`src/design/nbdg_pkg.sv`:
```
// shared types, widths, codes and reset values of the direct-sum gravity engine
package nbdg_pkg;

  localparam int POS_W   = 32;
  localparam int MASS_W  = 32;
  localparam int G_W     = 48;
  localparam int SOFT_W  = 32;
  localparam int CNT_W   = 11;
  localparam int SLOT_W  = 10;
  localparam int FORCE_W = 48;
  localparam int CFG_W   = 48;
  localparam int CFG_AW  = 2;

  localparam int DIFF_W  = POS_W + 1;
  localparam int MAG_W   = DIFF_W;
  localparam int SQ_W    = 2 * MAG_W;
  localparam int ROOT_W  = SQ_W / 2 + 1;
  localparam int RAD_W   = 2 * ROOT_W;
  localparam int SQR_REM_W = ROOT_W + 2;
  localparam int D_W     = ROOT_W + 1;
  localparam int D2_W    = 2 * D_W;
  localparam int DEN_W   = 3 * D_W;
  localparam int GM1_W   = G_W + MASS_W;
  localparam int GM_W    = GM1_W + MASS_W;
  localparam int P_W     = GM_W + MAG_W;
  localparam int FRAC_SH = 8;
  localparam int Q_W     = FORCE_W - 1;
  localparam int DIV_REM_W = P_W + FRAC_SH - Q_W;

  localparam int MUL_LIMB_W = 32;
  localparam int MUL_LIMBS  = 4;
  localparam int MUL_A_W    = MUL_LIMB_W * MUL_LIMBS;
  localparam int MUL_B_W    = 36;
  localparam int MUL_P_W    = MUL_A_W + MUL_B_W;

  localparam logic OP_LOAD  = 1'b0;
  localparam logic OP_QUERY = 1'b1;

  localparam logic [CFG_AW-1:0] CFG_COUNT = 2'd0;
  localparam logic [CFG_AW-1:0] CFG_GRAV  = 2'd1;
  localparam logic [CFG_AW-1:0] CFG_SOFT  = 2'd2;

  localparam logic [CNT_W-1:0]  CNT_RST  = 11'd1024;
  localparam logic [G_W-1:0]    GRAV_RST = 48'd549755814;
  localparam logic [SOFT_W-1:0] SOFT_RST = 32'd167772;

  localparam logic [FORCE_W-1:0] F_POS_MAX = {1'b0, {(FORCE_W-1){1'b1}}};
  localparam logic [FORCE_W-1:0] F_NEG_MIN = {1'b1, {(FORCE_W-1){1'b0}}};

  localparam logic [2:0] MUL_AXAX = 3'd0;
  localparam logic [2:0] MUL_AYAY = 3'd1;
  localparam logic [2:0] MUL_DD   = 3'd2;
  localparam logic [2:0] MUL_DDD  = 3'd3;
  localparam logic [2:0] MUL_G1   = 3'd4;
  localparam logic [2:0] MUL_G2   = 3'd5;
  localparam logic [2:0] MUL_PX   = 3'd6;
  localparam logic [2:0] MUL_PY   = 3'd7;

  typedef struct packed {
    logic       accept;
    logic       rd;
    logic       diff;
    logic       idx_inc;
    logic       mul_go;
    logic [2:0] mul_sel;
    logic       sqrt_go;
    logic       div_go;
    logic       div_y;
  } cmd_t;

  typedef struct packed {
    logic last;
    logic skip;
    logic d_zero;
    logic mul_done;
    logic sqrt_done;
    logic div_done;
  } status_t;

endpackage

```
`src/design/nbdg_ctrl.sv`:
```
// controller state machine sequencing the per-slot force computation
module nbdg_ctrl (
  input  logic              clk_i,
  input  logic              rst_ni,
  input  logic              start_i,
  input  logic              opcode_i,
  input  nbdg_pkg::status_t status_i,
  output nbdg_pkg::cmd_t    cmd_o,
  output logic              busy_o,
  output logic              done_o
);
  import nbdg_pkg::*;

  localparam logic [3:0] S_IDLE = 4'd0;
  localparam logic [3:0] S_NEXT = 4'd1;
  localparam logic [3:0] S_RD   = 4'd2;
  localparam logic [3:0] S_AXAX = 4'd3;
  localparam logic [3:0] S_AYAY = 4'd4;
  localparam logic [3:0] S_SQRT = 4'd5;
  localparam logic [3:0] S_CHKD = 4'd6;
  localparam logic [3:0] S_DD   = 4'd7;
  localparam logic [3:0] S_DDD  = 4'd8;
  localparam logic [3:0] S_G1   = 4'd9;
  localparam logic [3:0] S_G2   = 4'd10;
  localparam logic [3:0] S_PX   = 4'd11;
  localparam logic [3:0] S_DIVX = 4'd12;
  localparam logic [3:0] S_PY   = 4'd13;
  localparam logic [3:0] S_DIVY = 4'd14;
  localparam logic [3:0] S_DONE = 4'd15;

  logic [3:0] state_q, state_d;
  logic       launched_q, launched_d;
  logic [2:0] sel;
  logic [3:0] mul_next;

  always_comb begin
    case (state_q)
      S_AXAX:  begin sel = MUL_AXAX; mul_next = S_AYAY; end
      S_AYAY:  begin sel = MUL_AYAY; mul_next = S_SQRT; end
      S_DD:    begin sel = MUL_DD;   mul_next = S_DDD;  end
      S_DDD:   begin sel = MUL_DDD;  mul_next = S_G1;   end
      S_G1:    begin sel = MUL_G1;   mul_next = S_G2;   end
      S_G2:    begin sel = MUL_G2;   mul_next = S_PX;   end
      S_PX:    begin sel = MUL_PX;   mul_next = S_DIVX; end
      S_PY:    begin sel = MUL_PY;   mul_next = S_DIVY; end
      default: begin sel = MUL_AXAX; mul_next = S_IDLE; end
    endcase
  end

  always_comb begin
    state_d       = state_q;
    launched_d    = launched_q;
    cmd_o         = '0;
    cmd_o.mul_sel = sel;
    done_o        = 1'b0;
    case (state_q)
      S_IDLE: begin
        if (start_i) begin
          cmd_o.accept = 1'b1;
          if (opcode_i == OP_QUERY) state_d = S_NEXT;
        end
      end
      S_NEXT: begin
        if (status_i.last) begin
          state_d = S_DONE;
        end else begin
          cmd_o.rd = 1'b1;
          state_d  = S_RD;
        end
      end
      S_RD: begin
        if (status_i.skip) begin
          cmd_o.idx_inc = 1'b1;
          state_d       = S_NEXT;
        end else begin
          cmd_o.diff = 1'b1;
          state_d    = S_AXAX;
        end
      end
      S_AXAX, S_AYAY, S_DD, S_DDD, S_G1, S_G2, S_PX, S_PY: begin
        if (!launched_q) begin
          cmd_o.mul_go = 1'b1;
          launched_d   = 1'b1;
        end else if (status_i.mul_done) begin
          launched_d = 1'b0;
          state_d    = mul_next;
        end
      end
      S_SQRT: begin
        if (!launched_q) begin
          cmd_o.sqrt_go = 1'b1;
          launched_d    = 1'b1;
        end else if (status_i.sqrt_done) begin
          launched_d = 1'b0;
          state_d    = S_CHKD;
        end
      end
      S_CHKD: begin
        if (status_i.d_zero) begin
          cmd_o.idx_inc = 1'b1;
          state_d       = S_NEXT;
        end else begin
          state_d = S_DD;
        end
      end
      S_DIVX, S_DIVY: begin
        cmd_o.div_y = state_q == S_DIVY;
        if (!launched_q) begin
          cmd_o.div_go = 1'b1;
          launched_d   = 1'b1;
        end else if (status_i.div_done) begin
          launched_d = 1'b0;
          if (state_q == S_DIVY) begin
            cmd_o.idx_inc = 1'b1;
            state_d       = S_NEXT;
          end else begin
            state_d = S_PY;
          end
        end
      end
      S_DONE: begin
        done_o  = 1'b1;
        state_d = S_IDLE;
      end
      default: state_d = S_IDLE;
    endcase
  end

  always_ff @(posedge clk_i or negedge rst_ni) begin
    if (!rst_ni) begin
      state_q    <= S_IDLE;
      launched_q <= 1'b0;
    end else begin
      state_q    <= state_d;
      launched_q <= launched_d;
    end
  end

  assign busy_o = state_q != S_IDLE;

endmodule

```
`config.mk`:
```
export PLATFORM = sky130hd
export DESIGN_NAME = nbdg_ctrl
export DESIGN_NICKNAME = d
export VERILOG_FILES = /design/src/design/nbdg_pkg.sv /design/src/design/nbdg_ctrl.sv
export SDC_FILE = /design/constraint.sdc
export NUM_CORES = 1
export LEC_CHECK = 0
export ABC_AREA = 1
export BUFFER_PORTS_ARGS = -buffer_cell sky130_fd_sc_hd__buf_2
export CAP_MARGIN = 20
export CORE_MARGIN = 10
export CORE_UTILIZATION = 47
export CTS_BUF_LIST = sky130_fd_sc_hd__clkbuf_8
export DETAILED_ROUTE_END_ITERATION = 8
export HOLD_SLACK_MARGIN = 0.12
export PLACE_DENSITY_LB_ADDON = 0.05
export SYNTH_ARGS = -nofsm -noshare
export SYNTH_HDL_FRONTEND = slang
export SYNTH_SLANG_ARGS = --single-unit
```
`constraint.sdc`:
```
create_clock -name clk_i -period 1.5 [get_ports clk_i]
set_input_delay 0.075 -clock clk_i [delete_from_list [all_inputs] [get_ports clk_i]]
set_output_delay 0.075 -clock clk_i [all_outputs]
set_load 0.1 [all_outputs]
```
==> results of run 1 <==
## cell families after synthesis
group	after synthesis	synth area share [%]
buffers and inverters	19	11.6
adder cells (fa/ha/maj)	4	6.61
flip-flops	5	16.5
AND/OR/NAND/NOR	82	53.7
AO/OA/AOI/OAI	13	11.6
## stage by stage
stage	instances	setup TNS, ns
floorplan	123	-3.07
global placement	179	-0.226
detailed placement	179	-0.556
==> impl_metrics.yaml, run 1 <==
yosys:
  syn-num-nets: 137
  yosysUniqueCellTypes: 26
  synthFlopType: "dfrtp_1"
  seq_area_frac_synth_pct: 16.5
  yosysTopAreaCell: "nand2_1"
  syn_area_sq_um: 757
  synth_top_cells_by_area: "nand2_1 20%, dfrtp_1 17%, nand3_1 8.6%, nor2_1 6.9%, ha_1 6.6%"
  yosysTopAreaCellShare_pct: 19.8
  avgSynthCellArea_sq_um: 6.15
  synth_common_cells: "40 x nand2_1, 14 x nor2_1, 13 x nand3_1"
  ys_warn_count: 0
  async_flop_share_pct: 100
  synth.most_common_cell: "nand2_1"
  synthCells: 123
  synth-seq-cells: 5
  synth-edff-count: 0
die:
  die_w_um: 60.1
  die_height_um: 60.1
  io_pins: 23
  initial_core_util_pct: 50.2
  rows: 14
clocking:
  clock-root-buffer: "clkbuf_8"
  htreeDepth: 1
  cts_setup_buffers: 17
  ctsHoldBuffers: 1
  cts_resized: 25
  cts_buffers: 3
  cts_num_sinks: 5
  clockBufferDepth: 2
run_status:
  status: "did not finish"
  flow.stopped_at: "clock tree synthesis (4_1_cts)"
  first-error: "[ERROR DPL-0038] Utilization greater than 100%, impossible to legalize"
place:
  dp_worst_setup_slack_ns: -0.119
  io_buffers: 22
  post_dp_cell_area_sq_um: 1340
  dp_hpwl_um: 2180
  gp_congestion: 0.950
==> inputs of run 2 (changes only) <==
--- a/config.mk
+++ b/config.mk
@@ -8,12 +8,10 @@
 export ABC_AREA = 1
 export BUFFER_PORTS_ARGS = -buffer_cell sky130_fd_sc_hd__buf_2
 export CAP_MARGIN = 20
-export CORE_MARGIN = 10
-export CORE_UTILIZATION = 47
-export CTS_BUF_LIST = sky130_fd_sc_hd__clkbuf_8
+export CORE_AREA = 10 10 71 73
 export DETAILED_ROUTE_END_ITERATION = 8
-export HOLD_SLACK_MARGIN = 0.12
-export PLACE_DENSITY_LB_ADDON = 0.05
+export DIE_AREA = 0 0 81 83
+export PLACE_DENSITY_LB_ADDON = 0.15
 export SYNTH_ARGS = -nofsm -noshare
 export SYNTH_HDL_FRONTEND = slang
 export SYNTH_SLANG_ARGS = --single-unit
==> constraint.sdc (replaced) <==
create_clock -name clk_i -period 2 [get_ports clk_i]
set_input_delay 0.1 -clock clk_i [delete_from_list [all_inputs] [get_ports clk_i]]
set_output_delay 0.1 -clock clk_i [all_outputs]
set_load 0.1 [all_outputs]
==> run 2 against run 1 <==
Effect of this change:
- the flow now finishes without violations
- synthesized cell count unchanged
- synthesized area unchanged
==> impl_metrics.yaml, run 2 <==
yosys:
  avgSynthCellArea_sq_um: 6.15
  async_flop_share_pct: 100
  syn-num-nets: 137
  seq_area_frac_synth_pct: 16.5
  synth_common_cells: "40 x nand2_1, 14 x nor2_1, 13 x nand3_1"
  ys_warn_count: 0
  synth-seq-cells: 5
  synth-edff-count: 0
  yosysTopAreaCell: "nand2_1"
  yosysUniqueCellTypes: 26
  syn_area_sq_um: 757
  yosysTopAreaCellShare_pct: 19.8
  synthCells: 123
  synthFlopType: "dfrtp_1"
  synth.most_common_cell: "nand2_1"
  synth_top_cells_by_area: "nand2_1 20%, dfrtp_1 17%, nand3_1 8.6%, nor2_1 6.9%, ha_1 6.6%"
clocking:
  cts_buffers: 3
  htreeDepth: 1
  cts_num_sinks: 5
  clock-root-buffer: "clkbuf_8"
  cts.clk_slew.worst_paths_ns: 0.04
  cts_setup_buffers: 0
  clock_latency_ns: 0.23
  clockBufferDepth: 2
  cts_tree: "done"
finish:
  fill_cells: 435
  largestRegisters: "state_q: 4 flops, launched_q: 1 flops"
  diodes: 0
  layout-drive-gt1-share_pct: 42.0
  largest_register_ffs: 4
  top_register: "state_q"
  final_net_count: 165
  most-common-layout-cells: "40 x nand2_1, 15 x buf_2, 13 x nand3_1"
  area_growth_pct: 49.8
  instances_no_fill: 198
  final_common_cell: "nand2_1"
sta:
  hold_violations: 0
  clock_skew_ns: 0.00597
  min_period_ns: 1.88
  tns_ns: 0
  fmax_ghz: 0.533
  grt_setup_unrepaired: "no"
  maxSlewHeadroom_pct: 67.3
  worst_pin_slew_ns: 0.494
  drv_slew: 0
  finalSetupViolations: 0
  post-route-period-util_pct: 93.9
grt:
  overflow: 0
  track_usage_pct: 7.23
  grt_pass1_vias: 890
  grt_max_degree: 11
  grt_pass1_wl_um: 4070
  antenna_found_initial: 0
die:
  die_height_um: 83
  rows: 22
  die_w_um: 81
  die-area_sq_um: 6720
  core_sq_um: 3630
  initial_core_util_pct: 20.8
  io_pins: 23
worst_setup_path:
  cp.arrival_ns: 1.78
  cp.required_ns: 1.90
  critPathLaunchType: "flop"
  crit_type: "flop to output pin"
  crit_fanout: 7
  end_kind: "output pin"
drt:
  drt-pass1-iter-count: 4
  viasPerCell: 4.30
  routed_wl_um: 2420
  drtIter0Drc: 83
  final_antenna_net_count: 0
  num_vias: 852
  drc: 0
  route.detailed.wl_per_inst_um: 12.2
min_path:
  min_path_type: "input pin to async pin"
place:
  dp_hpwl_um: 2100
  gp_congestion: 0.888
  dp.cells: 193
  io_buffers: 22
run_status:
  status: "complete, no violations"
job:
  max_cap_viol_count: 0
run 2: critical path, stage by stage (launching register included):
cell and delay (ns):
dfrtp_1 0.41, inv_1 0.13, ha_2 0.28, nand3_1 0.18
nand3_1 0.14, nor2_1 0.09, nor2_2 0.13, buf_12 0.19
run 2: area by class of cell:
class	count	area (sq um)	area share (%)
Inverter	16	60.1	5.30
Timing Repair Buffer	26	248	21.9
Clock inverter	1	5.00	0.442
Multi-Input combinational cell	99	593	52.3
Sequential cell	5	126	11.1
Tap cell	48	60.1	5.30
Clock buffer	3	41.3	3.64
run 2: layer usage:
| metal | wire (um) | GRT usage (%) | up-vias |
|---|---|---|---|
| met5 | 0 | 0 | - |
| met4 | 18 | 1.88 | 0 |
| met3 | 134 | 1.62 | 2 |
| met2 | 1150 | 11.9 | 17 |
| met1 | 1130 | 9.08 | 381 |
| li1 | - | - | 452 |
run 2: cells by family (layout without fill, tap and decap cells):
logic type               count (synthesis)  in the layout  synth area share, %
AND/OR/NAND/NOR                         82             82                 53.7
buffers and inverters                   19             46                 11.6
AO/OA/AOI/OAI                           13             13                 11.6
flip-flops                               5              5                 16.5
adder cells (fa/ha/maj)                  4              4                 6.61
run 2: worst paths after layout:
| check | start | endpoint | slack [ns] | cells past startpoint |
|---|---|---|---|---|
| max in group asynchronous | rst_ni | state_q[0] | 1.64 | 2 |
| min | rst_ni | state_q[1] | 0.21 | 2 |
| min in group clk_i | status_i[2] | state_q[2] | 0.34 | 5 |
| max | state_q[1] | cmd_o[6] | 0.12 | 7 |
| min reg2reg | state_q[1] | state_q[1] | 0.55 | 2 |
| max reg2reg | state_q[1] | state_q[0] | 0.36 | 10 |
run 2: timing repair:
action	in CTS	in global routing
gates resized for setup	0	4
endpoints found under the setup margin	0	5
hold endpoints to repair	5	0
hold buffers	1	0
run 2: per-stage QoR:
step	setup slack, ns	util (%)	area, sq um	hold WS [ns]
CTS	0.00560	31.0	1120	0.220
floorplan	-0.334	-	801	-0.196
detailed placement	0.250	29.4	1070	-0.0741
global route	0.00756	31.2	1130	0.247
global placement	0.256	29.4	1070	-0.0737
finish	0.123	31.2	1130	0.213
Power of run 2 is left out: the tool's default activity adds up to more than one toggle a clock period on the data nets, which glitch-free logic cannot reach.
==> inputs of run 3 (changes only) <==
--- a/config.mk
+++ b/config.mk
@@ -5,7 +5,6 @@
 export SDC_FILE = /design/constraint.sdc
 export NUM_CORES = 1
 export LEC_CHECK = 0
-export ABC_AREA = 1
 export BUFFER_PORTS_ARGS = -buffer_cell sky130_fd_sc_hd__buf_2
 export CAP_MARGIN = 20
 export CORE_AREA = 10 10 71 73
==> run 3 against run 2 <==
Effect of this change:
- routed wire length grew 2.1%
- fmax shrank 4.9%
- non-clock buffer count grew 18
- clock skew shrank 0.0041 ns
- flip-flop and latch count unchanged
- via count is 3.4% lower
- synthesized cell count down 25%
- utilization is 3.6 points higher
- setup slack got worse by 0.096 ns
- critical path depth fell by 1
- critical path type is now flop to flop
- critical endpoint is now state_q[0]
==> impl_metrics.yaml, run 3 <==
die:
  die_w_um: 81
  die-area_sq_um: 6720
  core_sq_um: 3630
  rows: 22
  initial_core_util_pct: 19.3
  io_pins: 23
  die_height_um: 83
finish:
  fin_util_pct: 34.8
  multiInputGateArea_sq_um: 613
  final_net_count: 146
  area_growth_pct: 80.2
  largest_register_ffs: 4
  diodes: 0
  largestRegisters: "state_q: 4 flops, launched_q: 1 flops"
  layout-drive-gt1-share_pct: 49.6
  top_register: "state_q"
  most-common-layout-cells: "20 x buf_4, 14 x buf_2, 9 x nand2_1"
  fin_area_sq_um: 1260
  instances_no_fill: 179
  seqCellArea_sq_um: 126
  fill_cells: 395
  final_common_cell: "buf_4"
grt:
  overflow: 0
  antenna_found_initial: 0
  grt_max_degree: 14
  grt_pass1_wl_um: 4330
  grt_pass1_vias: 888
  track_usage_pct: 7.65
worst_setup_path:
  crit_path_start: "state_q[0]"
  cp.arrival_ns: 2.07
  crit_type: "flop to flop"
  r2r-start: "state_q[0]"
  end_kind: "flop"
  critPathLaunchType: "flop"
  crit_fanout: 4
  cp.required_ns: 2.10
yosys:
  synth-seq-cells: 5
  seq_area_frac_synth_pct: 17.8
  yosysTopAreaCellShare_pct: 17.8
  synth.most_common_cell: "nand2_1"
  synthCells: 92
  async_flop_share_pct: 100
  synthFlopType: "dfrtp_1"
  yosysTopAreaCell: "dfrtp_1"
  synth_top_cells_by_area: "dfrtp_1 18%, ha_1 7.1%, o21ai_0 5.7%, nor2b_1 5.3%, nand2_1 4.8%"
  synth-edff-count: 0
  syn-num-nets: 106
  syn_area_sq_um: 702
  synth_common_cells: "9 x nand2_1, 8 x o21ai_0, 6 x nor2b_1"
  avgSynthCellArea_sq_um: 7.63
  ys_warn_count: 0
  yosysUniqueCellTypes: 40
drt:
  final_antenna_net_count: 0
  route.detailed.wl_per_inst_um: 13.8
  drtIter0Drc: 50
  drc: 0
  drt-pass1-iter-count: 4
  routed_wl_um: 2480
  num_vias: 823
  viasPerCell: 4.60
sta:
  maxSlewHeadroom_pct: 67.1
  clock_skew_ns: 0.00183
  hold_violations: 0
  fmax_ghz: 0.507
  finalSetupViolations: 0
  worst_pin_slew_ns: 0.496
  grt_setup_unrepaired: "yes"
  drv_slew: 0
  post-route-period-util_pct: 98.7
  fin_hold_ws_ns: 0.226
  min_period_ns: 1.97
clocking:
  htreeDepth: 1
  clock_latency_ns: 0.22
  cts_tree: "done"
  cts.clk_slew.worst_paths_ns: 0.04
  clockBufferDepth: 2
  clock-root-buffer: "clkbuf_8"
  cts_buffers: 3
  cts_num_sinks: 5
place:
  dp.cells: 171
  io_buffers: 22
  gp_congestion: 0.736
  dp_hpwl_um: 2050
  post_dp_cell_area_sq_um: 1120
job:
  max_cap_viol_count: 0
min_path:
  min_path_type: "input pin to async pin"
run_status:
  status: "complete, no violations"
## run 3: cell count changes after synthesis, moves of 5 or more
| cell | previous run | this run |
|---|---|---|
| clkbuf_1 | 0 | 5 |
| nor2b_1 | 0 | 6 |
| nor2_1 | 14 | 2 |
| nand2_1 | 40 | 9 |
| o21ai_0 | 3 | 8 |
| nand3_1 | 13 | 2 |
| inv_2 | 9 | 0 |
## run 3: worst paths after layout
| path | to | slack, ns | cells past startpoint |
|---|---|---|---|
| setup / recovery | state_q[0] | 0.03 | 6 |
| hold / removal | state_q[0] | 0.23 | 2 |
| setup reg to reg | state_q[0] | 0.03 | 6 |
| hold reg to reg | state_q[2] | 0.69 | 2 |
| max in group asynchronous | state_q[1] | 1.63 | 2 |
| min in group clk_i | launched_q | 0.23 | 4 |
## run 3: worst max-delay path, cell delays in order, from the launching register on
cell and delay (ns):
dfrtp_1 0.41, inv_2 0.10, ha_4 0.18, o211a_1 0.24
a222oi_1 0.40, nand2_1 0.21, mux2_4 0.33
## run 3: stage by stage
step           setup slack (ns)   TNS, ns
2_1_floorplan            -0.234    -0.375
3_3_place_gp            0.00829         0
3_5_place_dp            -0.0448   -0.0704
4_1_cts                -0.00134  -0.00134
5_1_grt                  -0.127    -0.384
6_report                 0.0268         0
## run 3: cell families (layout without fill, tap and decap cells)
logic type | after synthesis | in the layout | share of synthesized area [%]
buf+inv | 14 | 53 | 9.09
compound gates | 28 | 28 | 29.4
mux | 5 | 5 | 7.49
fa+ha+maj | 4 | 4 | 7.13
simple gates | 36 | 36 | 29.1
flops | 5 | 5 | 17.8
## run 3: layout make-up
cell class | count | area share (%)
clock buffer | 4 | 3.56
inverter | 5 | 1.48
multi-input combinational | 73 | 48.5
sequential | 5 | 9.99
tap | 48 | 4.75
timing repair buffer | 44 | 31.8
## run 3: routing by layer
metal | GRT usage, % | routed length (um)
met1 | 9.33 | 1120
met2 | 12.6 | 1210
met3 | 2.26 | 134
met4 | 1.88 | 19
met5 | 0 | 0
## run 3: what timing repair did
item / 4_1_cts / 5_1_grt
hold buffers: 1 / 0
cloned: 0 / 0
endpoints found under the setup margin: 3 / 5
buffers inserted: 2 / 1
hold endpoints to repair: 5 / 0
gates resized for setup: 9 / 5
pin swaps: 3 / 3
Power of run 3 is left out for the same reason.
